### config.mk
export PLATFORM = sky130hd
export DESIGN_NAME = vec3_div
export DESIGN_NICKNAME = d
export VERILOG_FILES = /design/src/hw/rtl/vec3_div.sv
export SDC_FILE = /design/constraint.sdc
export NUM_CORES = 2
export LEC_CHECK = 0
export BUFFER_PORTS_ARGS = -buffer_cell sky130_fd_sc_hd__buf_4
export CAP_MARGIN = 20
export CORE_MARGIN = 4
export CORE_UTILIZATION = 50
export CTS_CLUSTER_DIAMETER = 150
export DETAILED_ROUTE_END_ITERATION = 8
export PLACE_DENSITY = 0.7
export SYNTH_ARGS = -nofsm -noshare
export SYNTH_HDL_FRONTEND = slang
export SYNTH_SLANG_ARGS = --single-unit
### constraint.sdc
create_clock -name clk -period 3.3 [get_ports clk]
set_input_delay 0.66 -clock clk [delete_from_list [all_inputs] [get_ports clk]]
set_output_delay 0.66 -clock clk [all_outputs]
set_load 0.005 [all_outputs]
### src/hw/rtl/vec3_div.sv
// ----------------------------------------------------------------------------
// vec3_div: pipelined divider for one normalized component
// Computes floor(mag * 2^F / divisor) by restoring long division, one
// quotient bit per stage, for a divisor not below mag.
// ----------------------------------------------------------------------------
module vec3_div #(
    parameter int W = 32,
    parameter int F = 16
) (
    input  logic          clk,
    input  logic          en,
    input  logic [W-1:0]  mag,
    input  logic [W-1:0]  divisor,
    output logic [F:0]    quot
);
    logic [W-1:0] rem_reg [F+1];
    logic [F:0]   q_reg   [F+1];
    logic [W-1:0] dv_reg  [F+1];

    for (genvar g = 0; g <= F; g++)
    begin : g_stage
        logic [W-1:0] rem_in;
        logic [F:0]   q_in;
        logic [W-1:0] dv_in;
        logic         nbit;
        logic [W:0]   cand;
        logic [W:0]   diff;

        // The quotient fits in F+1 bits, so the division starts with the
        // numerator shifted down by F+1, which is already below the divisor.
        if (g == 0)
        begin : g_first
            assign rem_in = {1'b0, mag[W-1:1]};
            assign q_in   = '0;
            assign dv_in  = divisor;
            assign nbit   = mag[0];
        end
        else
        begin : g_next
            assign rem_in = rem_reg[g-1];
            assign q_in   = q_reg[g-1];
            assign dv_in  = dv_reg[g-1];
            assign nbit   = 1'b0;
        end

        assign cand = {rem_in, nbit};
        assign diff = cand - {1'b0, dv_in};

        always_ff @(posedge clk)
        begin
            if (en)
            begin
                dv_reg[g] <= dv_in;
                if (cand >= {1'b0, dv_in})
                begin
                    rem_reg[g] <= diff[W-1:0];
                    q_reg[g]   <= {q_in[F-1:0], 1'b1};
                end
                else
                begin
                    rem_reg[g] <= cand[W-1:0];
                    q_reg[g]   <= {q_in[F-1:0], 1'b0};
                end
            end
        end
    end

    assign quot = q_reg[F];

endmodule

==> qor.txt <==
ratio of cells with drive above 1 in the final layout = 27.4%
Residual DRC = 0
Final Skew = 0.0201 ns
total power = 86000 uW
final setup fails = 205
die area = 147000 um^2
largest net degree at the start of global routing = 194
max-cap violations = 0
IO Pins = 83
M2 GR Usage = 47.8%
number of buffers created by CTS = 135
WL final = 178000 um
CTS tree = yes
routed len/inst = 18.4 um
TritonCTS Sinks = 1177
Die W = 383 um
Most used DFF post-synth = edfxtp_1
sequential fraction of the synthesis area = 50.2%
Syn Std Cell Area = 70400 um^2
Worst setup SP type = register
fmax = 282 MHz
RePlAce Congestion = 0.991
Synth Warn # = 0
first-pass GRT wire length = 271000 um
root buffer cell = clkbuf_16
Post-synth EDFFs = 1176
core area = 140000 um^2
top cell type's share of synthesized area = 50.2%
GRT Total Usage = 23.2%
Worst Path Required = 3.80 ns
period utilisation layout = 108%
Max clock buf depth = 3
vias in the first global route = 55000
final core utilization = 64.8%
final number of max-transition violations = 0
initial antenna violation count = 1
RSZ-0062 raised after global routing = true
FF+latch count, synth = 1177
Clk Latency, worst-skew pair = 0.76 ns
hold crit path type = primary input to register
FF/Latch Area = 35300 um^2
Vias/cell = 5.51
setup_tns = -22.97 ns
top cell type by total area after synthesis = edfxtp_1
Leak Pwr = 0.0390 uW
top cells by area, synth = edfxtp_1 (50%), ha_1 (9.7%), mux2_2 (4.0%)
GRT overflow = 0
DRT Pass-1 Iters = 6
routed vias = 53400
async set-reset flop share out of synthesis = 0%
Final nets = 8332
PortBufs = 82
Tmin final = 3.55 ns
grt met1 use = 19.7%
Multi-input gate area = 34800 um^2
violated checks = setup timing
row count = 137
WP data arrival = 4.05 ns
Critical Path End Type = register
final hold vios = 0
status = finished with violations
initial DRC count = 3118
Synth-to-Final Area Change = 28.7%
# fillers = 10400
pwr dens = 950 nW/um^2
worst setup path category = register to register
slew at the pin closest to its max-slew limit = 1.18 ns
Setup WS post-layout = -0.250 ns
Yosys cell types = 102
gr busiest metal = met2
initial core utilization = 50.4%
peak fanout along the critical path = 8
Ant. Diodes = 0
relative slew slack = 21.3%
DRT antenna net count = 0
Clock Pin Slew Worst Setup and Hold Paths = 0.06 ns
H-tree lvl count = 4
GR Layer Usage met3 = 2.89%
chip height = 383 um
syn nets = 7082
VDD IR max = 0.000610 V
DP HPWL = 126000 um
dpl ws = -0.591 ns
Syn Area/Cell = 10.9 um^2
Cells after Synth = 6457
-- cells by family (layout without fill, tap and decap cells) --
family	Yosys count	after routing	share of synthesized area (%)
and+or+nand+nor	1390	1391	9.44
adders and majority gates	559	559	10.1
AOI/OAI and AO/OA	1749	1752	15.8
DFF	1177	1177	50.2
buffers and inverters	887	2239	4.87
muxes	270	270	4.31
xor gates and xnor gates	425	425	5.29
-- Yosys cell counts, types with 17 or more instances --
library cell     n
edfxtp_1      1176
inv_1          698
a21oi_1        544
ha_1           543
nand2_1        398
nor2_1         385
o21ai_0        378
a21o_1         269
xnor2_1        255
mux2_2         248
xor2_1         170
clkbuf_1       141
nand3_1        101
nand4_1         93
o21a_1          89
nor3_1          75
nor2b_1         72
nand2b_1        64
o21bai_1        58
a31oi_1         54
and3_1          49
o31ai_1         48
a211oi_1        46
buf_2           34
and2_1          31
o211ai_1        31
nor4_1          20
or3_1           19
or2_2           18
o31a_1          17
-- through the flow --
| step | area (um^2) | hold WS, ns | cells |
|---|---|---|---|
| floorplan | 70400 | 0.400 | 6457 |
| global placement | 80500 | 0.401 | 9232 |
| detailed placement | 80500 | 0.405 | 9232 |
| CTS | 87800 | 0.0256 | 9610 |
| global route | 90500 | 0.0476 | 9689 |
| finish | 90500 | 0.0867 | 9689 |
-- final cells by class --
| cell class | count | area share [%] |
|---|---|---|
| clock buffers | 168 | 4.01 |
| inverters | 699 | 2.91 |
| clock inverters | 75 | 0.797 |
| well taps | 1876 | 2.59 |
| repair buffers | 1297 | 12.2 |
| multi-input cells | 4397 | 38.5 |
| flip-flops and latches | 1177 | 39.0 |
-- worst max-delay path: stages, from the launching register on --
cell and delay, ns:
edfxtp_1 0.45, ha_4 0.27, nor2b_4 0.12, o31a_1 0.26, o41a_1 0.41, o41ai_4 0.29
buf_4 0.19, o211ai_1 0.16, a41oi_2 0.28, nor3_2 0.09, nor3_4 0.23, buf_12 0.21
inv_8 0.04, mux2_4 0.29
-- metal layers --
layer  vias up  wire [um]
met4         0      15000
li1      26100          -
met5         -          0
met2      1214     102000
met1     25400      57000
met3       650       4710
-- path summary, 6_finish.rpt --
check	start	end	depth (start not counted)	slack, ns
worst max register to register	rem_reg[9][0]	rem_reg[10][27]	13	-0.25
worst min-delay path	divisor[15]	dv_reg[0][15]	1	0.09
worst max-delay path	rem_reg[9][0]	rem_reg[10][27]	13	-0.25
worst min register to register	q_reg[8][8]	q_reg[9][9]	0	0.41
-- repair_timing --
action	4_1_cts	5_1_grt
hold buffers	0	0
setup buffers	115	99
setup endpoints to repair	478	460
gates resized for setup	359	474
hold endpoints to repair	0	0
gates cloned	26	10
pin swaps	156	203
-- placed cells by master, fill, tap and decap left out, types with 41 or more instances in the layout --
cell / count
ha_1: 502
buf_4: 1149
nand4_1: 93
xor2_1: 170
clkbuf_16: 150
o21ai_2: 41
nand2b_1: 62
nor2_1: 353
xnor2_1: 255
inv_1: 678
a21oi_1: 501
a21o_1: 268
buf_6: 64
a31oi_1: 44
o21bai_1: 54
and3_1: 44
nand3_1: 97
o21ai_0: 311
mux2_4: 159
mux2_2: 96
nor2b_1: 59
nand2_1: 391
edfxtp_1: 1176
o21a_1: 87
nor3_1: 64
-- power breakdown --
part | total (uW) | internal, uW | switching [uW]
clock | 14700 | 8800 | 5910
combinational | 46900 | 23800 | 23100
sequential | 24400 | 22200 | 2150
total | 86000 | 54800 | 31100
Note: power is estimated with default switching activity, not from simulation.
