==> config.mk <==
export PLATFORM = sky130hd
export DESIGN_NAME = vec3_sqrt
export DESIGN_NICKNAME = d
export VERILOG_FILES = /design/src/hw/rtl/vec3_sqrt.sv
export SDC_FILE = /design/constraint.sdc
export NUM_CORES = 2
export LEC_CHECK = 0
export BUFFER_PORTS_ARGS = -buffer_cell sky130_fd_sc_hd__clkbuf_2
export CAP_MARGIN = 20
export CORE_MARGIN = 1
export CORE_UTILIZATION = 55
export DETAILED_ROUTE_END_ITERATION = 10
export GPL_TIMING_DRIVEN = 0
export PLACE_DENSITY = 0.8
export SLEW_MARGIN = 20
export SYNTH_ARGS = -nofsm -noshare
export SYNTH_HDL_FRONTEND = slang
export SYNTH_MEMORY_MAX_BITS = 65536
export SYNTH_SLANG_ARGS = --single-unit
==> constraint.sdc <==
create_clock -name clk -period 5.23 [get_ports clk]
set_input_delay 1.3075 -clock clk [delete_from_list [all_inputs] [get_ports clk]]
set_output_delay 1.3075 -clock clk [all_outputs]
set_load 0.02 [all_outputs]
==> src/hw/rtl/vec3_sqrt.sv <==
// ----------------------------------------------------------------------------
// vec3_sqrt: pipelined integer square root
// Restoring digit-by-digit square root, one result bit per stage, giving the
// floor of the square root of a 2*W bit unsigned radicand after W stages.
// ----------------------------------------------------------------------------
module vec3_sqrt #(
    parameter int W = 32
) (
    input  logic             clk,
    input  logic             en,
    input  logic [2*W-1:0]   radicand,
    output logic [W-1:0]     root
);
    localparam int RW = W + 3;

    logic [RW-1:0]  rem_reg  [W];
    logic [W-1:0]   root_reg [W];
    logic [2*W-1:0] rad_reg  [W];

    for (genvar g = 0; g < W; g++)
    begin : g_stage
        logic [RW-1:0]  rem_in;
        logic [W-1:0]   root_in;
        logic [2*W-1:0] rad_in;
        logic [RW-1:0]  cand;
        logic [RW-1:0]  trial;

        if (g == 0)
        begin : g_first
            assign rem_in  = '0;
            assign root_in = '0;
            assign rad_in  = radicand;
        end
        else
        begin : g_next
            assign rem_in  = rem_reg[g-1];
            assign root_in = root_reg[g-1];
            assign rad_in  = rad_reg[g-1];
        end

        // The remainder stays below 2^(W+1), so its top two bits are zero.
        assign cand  = {rem_in[RW-3:0], rad_in[2*W-1 -: 2]};
        assign trial = {1'b0, root_in, 2'b01};

        always_ff @(posedge clk)
        begin
            if (en)
            begin
                rad_reg[g] <= {rad_in[2*W-3:0], 2'b00};
                if (cand >= trial)
                begin
                    rem_reg[g]  <= cand - trial;
                    root_reg[g] <= {root_in[W-2:0], 1'b1};
                end
                else
                begin
                    rem_reg[g]  <= cand;
                    root_reg[g] <= {root_in[W-2:0], 1'b0};
                end
            end
        end
    end

    assign root = root_reg[W-1];

endmodule

==> out/results.ini <==
[status]
outcome=finished, final reports clean

[critical_path]
crit_end=rem_reg[1][221]
cp-end-kind=flip-flop
worstPathArrival_ns=5.68
regToRegSetupSlack_ns=0.28
r2r_end=rem_reg[1][456]
required_ns=5.92
critical_path.startpoint=en
worst_setup_start_kind=input pin
path_class=in2reg
worst_r2r_path_depth=12
critical_path_peak_fanout=74
r2r_start=root_reg[1][385]

[synthesis]
post_synth.cell_area_avg_sq_um=12.81
synth_nets=9734
yosysSeqAreaShare=0.6417
synth.lib_cells_used.distinct=86
postSynthRegisterBits=2494
synth-warning-count=0
syn_area_sq_um=116700
dominantRegCellSynth=edfxtp_1
synth_enable_flop_cells=2493
ys_async_sr_fraction=0
syn_inst=9106

[grt]
grt_max_degree=107
globalRoute.totalOverflow=0
number_of_antenna_violations_at_the_first_check_in_global_routing=6
global_route.usage.total=0.2267
grt_pass1_wl_mm=387.4
first_global_vias=71106

[routing]
route.detailed.vias_per_inst=5.786
wl_mm=245.7
met1_wirelength_mm=105.4
post-route-drc-count=0
dr.first_iter.drc_count=6440
wl_met2_mm=118.9
route.vias.total=72457
top_layer_used=met5
met3RoutedLength_mm=13.28
detailedRoute.firstPassIterationCount=6
wire_per_inst_um=19.62
ant_nets=0

[cts]
cts_buffers=278
cts_max_path_buffers=4
worst_setup_hold_path_clk_slew_ns=0.06
cts.hold.buffers_added=0
tritoncts_clock_tree=built
insertion_delay_ns=0.93
numClockSinks=2494
htree_levels=5
clock_tree.root_cell=clkbuf_16

[power]
static-leakage-power_nw=49.70
netSwitchingFraction=0.2844
p_per_area_nw_per_um2=450.7
power.combinational.fraction=0.214
cellInternalPower_w=0.04215
power_switching_w=0.01675
max-vdd-ir-drop_mv=0.2932
pwr-share-clk=0.325
seq_power_share=0.460

[finish]
area_growth_pct=11.99
drive_above_1_share=0.07328
layoutNonFillerInstCount=12522
final_nets=10146
largest_reg_flops=992
final_core_utilization=0.6217

[min_path]
min-delay-start=rad_reg[0][662]
worst_hold_path.num_cells=0
holdCritPathClass=reg2reg

[floorplan]
die_height_um=462.6
area_of_the_core_sq_um=210200
dieArea_sq_um=214000
fp.dieW_um=462.6
core.rowCount=168
boundaryPins=98
start_util=0.5551

[timing]
min_cycle_time_layout_ns=4.998
max-slew-margin-rel=0.2150
final-hold-violation-count=0
tightestPinTransition_ns=1.170
final-setup-viol-count=0
fmaxAchievable_mhz=200.1
unrepaired_setup_endpoints_after_global_routing=no
max_transition_viols_final=0
finalCritPeriodShare=0.9556
fin_worst_skew_ns=0.05216

[placed_design]
placed_cells=12042
place.gp.congestion=0.9368
portBuffers=97
detailedPlacementHpwl_mm=178.6

[job]
drv.max_cap_violation_count=0

worst max-delay path, stage by stage:
cell	delay [ns]
clkbuf_8	0.32
buf_16	0.34
buf_16	0.29
buf_16	0.36
buf_16	0.31
clkbuf_8	0.33
and4b_1	0.26
nand4_1	0.19
a41o_1	0.28
clkbuf_1	0.27
clkbuf_1	0.41
buf_1	0.41
a21oi_1	0.37
what timing repair did:
action | in CTS | in global routing
setup endpoints to repair | 1986 | 823
buffers inserted | 0 | 0
gates cloned | 0 | 2
hold endpoints to repair | 0 | 0
gates resized for setup | 15 | 17
synth_stat cells (10+ instances only):
library cell | count | area, sq um
nor3_1 | 253 | 1266
edfxtp_1 | 2493 | 74860
nand4_1 | 100 | 625.6
o211ai_1 | 40 | 300.3
o31a_1 | 17 | 148.9
or3_1 | 102 | 638.1
nand3b_1 | 23 | 172.7
a31oi_1 | 45 | 281.5
nor4_1 | 128 | 800.8
a2111oi_0 | 14 | 122.6
nand2b_1 | 122 | 763.2
a21oi_1 | 467 | 2337
nor2b_1 | 72 | 450.4
xor2_1 | 426 | 3731
o41ai_1 | 25 | 219.0
or2_2 | 34 | 212.7
o21bai_1 | 38 | 285.3
and2_1 | 47 | 294.0
o21a_1 | 86 | 645.6
nand4b_1 | 11 | 96.34
nor2_1 | 521 | 1956
a31o_2 | 17 | 148.9
and4_1 | 15 | 131.4
nand3_1 | 164 | 820.8
mux2_2 | 64 | 720.7
a211oi_1 | 51 | 382.9
nor3b_1 | 14 | 105.1
nand2_1 | 676 | 2537
or4_1 | 67 | 503.0
a21o_1 | 242 | 1817
xnor2_1 | 390 | 3416
a21boi_0 | 21 | 157.7
a221oi_1 | 10 | 87.58
clkbuf_1 | 208 | 780.8
ha_1 | 562 | 7032
o2111ai_1 | 13 | 113.9
a211o_1 | 14 | 122.6
o31ai_1 | 33 | 247.7
a311oi_1 | 20 | 175.2
o21ai_0 | 534 | 2673
nor4b_1 | 35 | 306.5
and3_1 | 60 | 375.4
inv_1 | 694 | 2605
metrics by stage:
stage	cell area (sq um)	setup WS (ns)	power, W	TNS (ns)	hold WS, ns
detailed placement	121600	-2.188	0.03990	-3445.64	0.4045
finish	130700	0.2324	0.05891	0	0.3673
CTS	130600	0.004755	0.05922	0	0.3827
global route	130700	0.004809	0.06170	0	0.3900
floorplan	116700	0.7388	0.03612	0	0.4003
global placement	120700	-19.76	0.03991	-	0.4003
layout by cell type, fill, tap and decap left out, types with 202 or more instances in the layout:
| master | synthesis | routed |
|---|---|---|
| nor2_1 | 521 | 521 |
| xnor2_1 | 390 | 390 |
| xor2_1 | 426 | 426 |
| clkbuf_16 | 0 | 289 |
| o21ai_0 | 534 | 533 |
| a21oi_1 | 467 | 467 |
| ha_1 | 562 | 562 |
| nor3_1 | 253 | 253 |
| inv_1 | 694 | 694 |
| clkbuf_1 | 208 | 202 |
| edfxtp_1 | 2493 | 2493 |
| nand2_1 | 676 | 676 |
| a21o_1 | 242 | 242 |
worst min path at each step:
| stage | slack, ns | to |
|---|---|---|
| floorplan | 0.40 | rad_reg[0][100] |
| global placement | 0.40 | rad_reg[0][658] |
| detailed placement | 0.40 | rad_reg[0][103] |
| CTS | 0.38 | rad_reg[0][726] |
| global route | 0.39 | rad_reg[0][600] |
| finish | 0.37 | rad_reg[0][726] |
metal layers:
layer / global-route usage / vias up
li1: - / 34598
met1: 0.3046 / 35100
met2: 0.3785 / 2208
met3: 0.03123 / 549
met4: 0.07948 / 2
met5: 0 / -
power by group through the flow:
| stage | sequential [W] | combinational, W | clock, W |
|---|---|---|---|
| 3_5_place_dp | 0.0275 | 0.0124 | 0 |
| 5_1_grt | 0.0274 | 0.0140 | 0.0203 |
| 4_1_cts | 0.0271 | 0.0125 | 0.0196 |
| 6_report | 0.0271 | 0.0126 | 0.0192 |
| 3_3_place_gp | 0.0278 | 0.0121 | 0 |
| 2_1_floorplan | 0.0268 | 0.00936 | 0 |
final cells by class:
cell class	instances	area, sq um
diodes	1	2.502
plain buffers	219	932.1
clock buffers	325	7325
clock inverters	153	1589
fillers	15751	79520
inverters	697	2616
multi-input cells	5695	38480
flip-flops and latches	2494	74880
well taps	2805	3510
repair buffers	133	1353
logic make-up after synthesis:
logic type      Yosys count  share of synthesized area
compound gates         1769                    0.09424
xor+xnor                816                    0.06125
fa+ha+maj               562                    0.06026
buf+inv                 917                    0.02953
flops                  2494                     0.6417
mux                      75                   0.007152
simple gates           2473                     0.1059
Note: power is estimated with default switching activity, not from simulation.
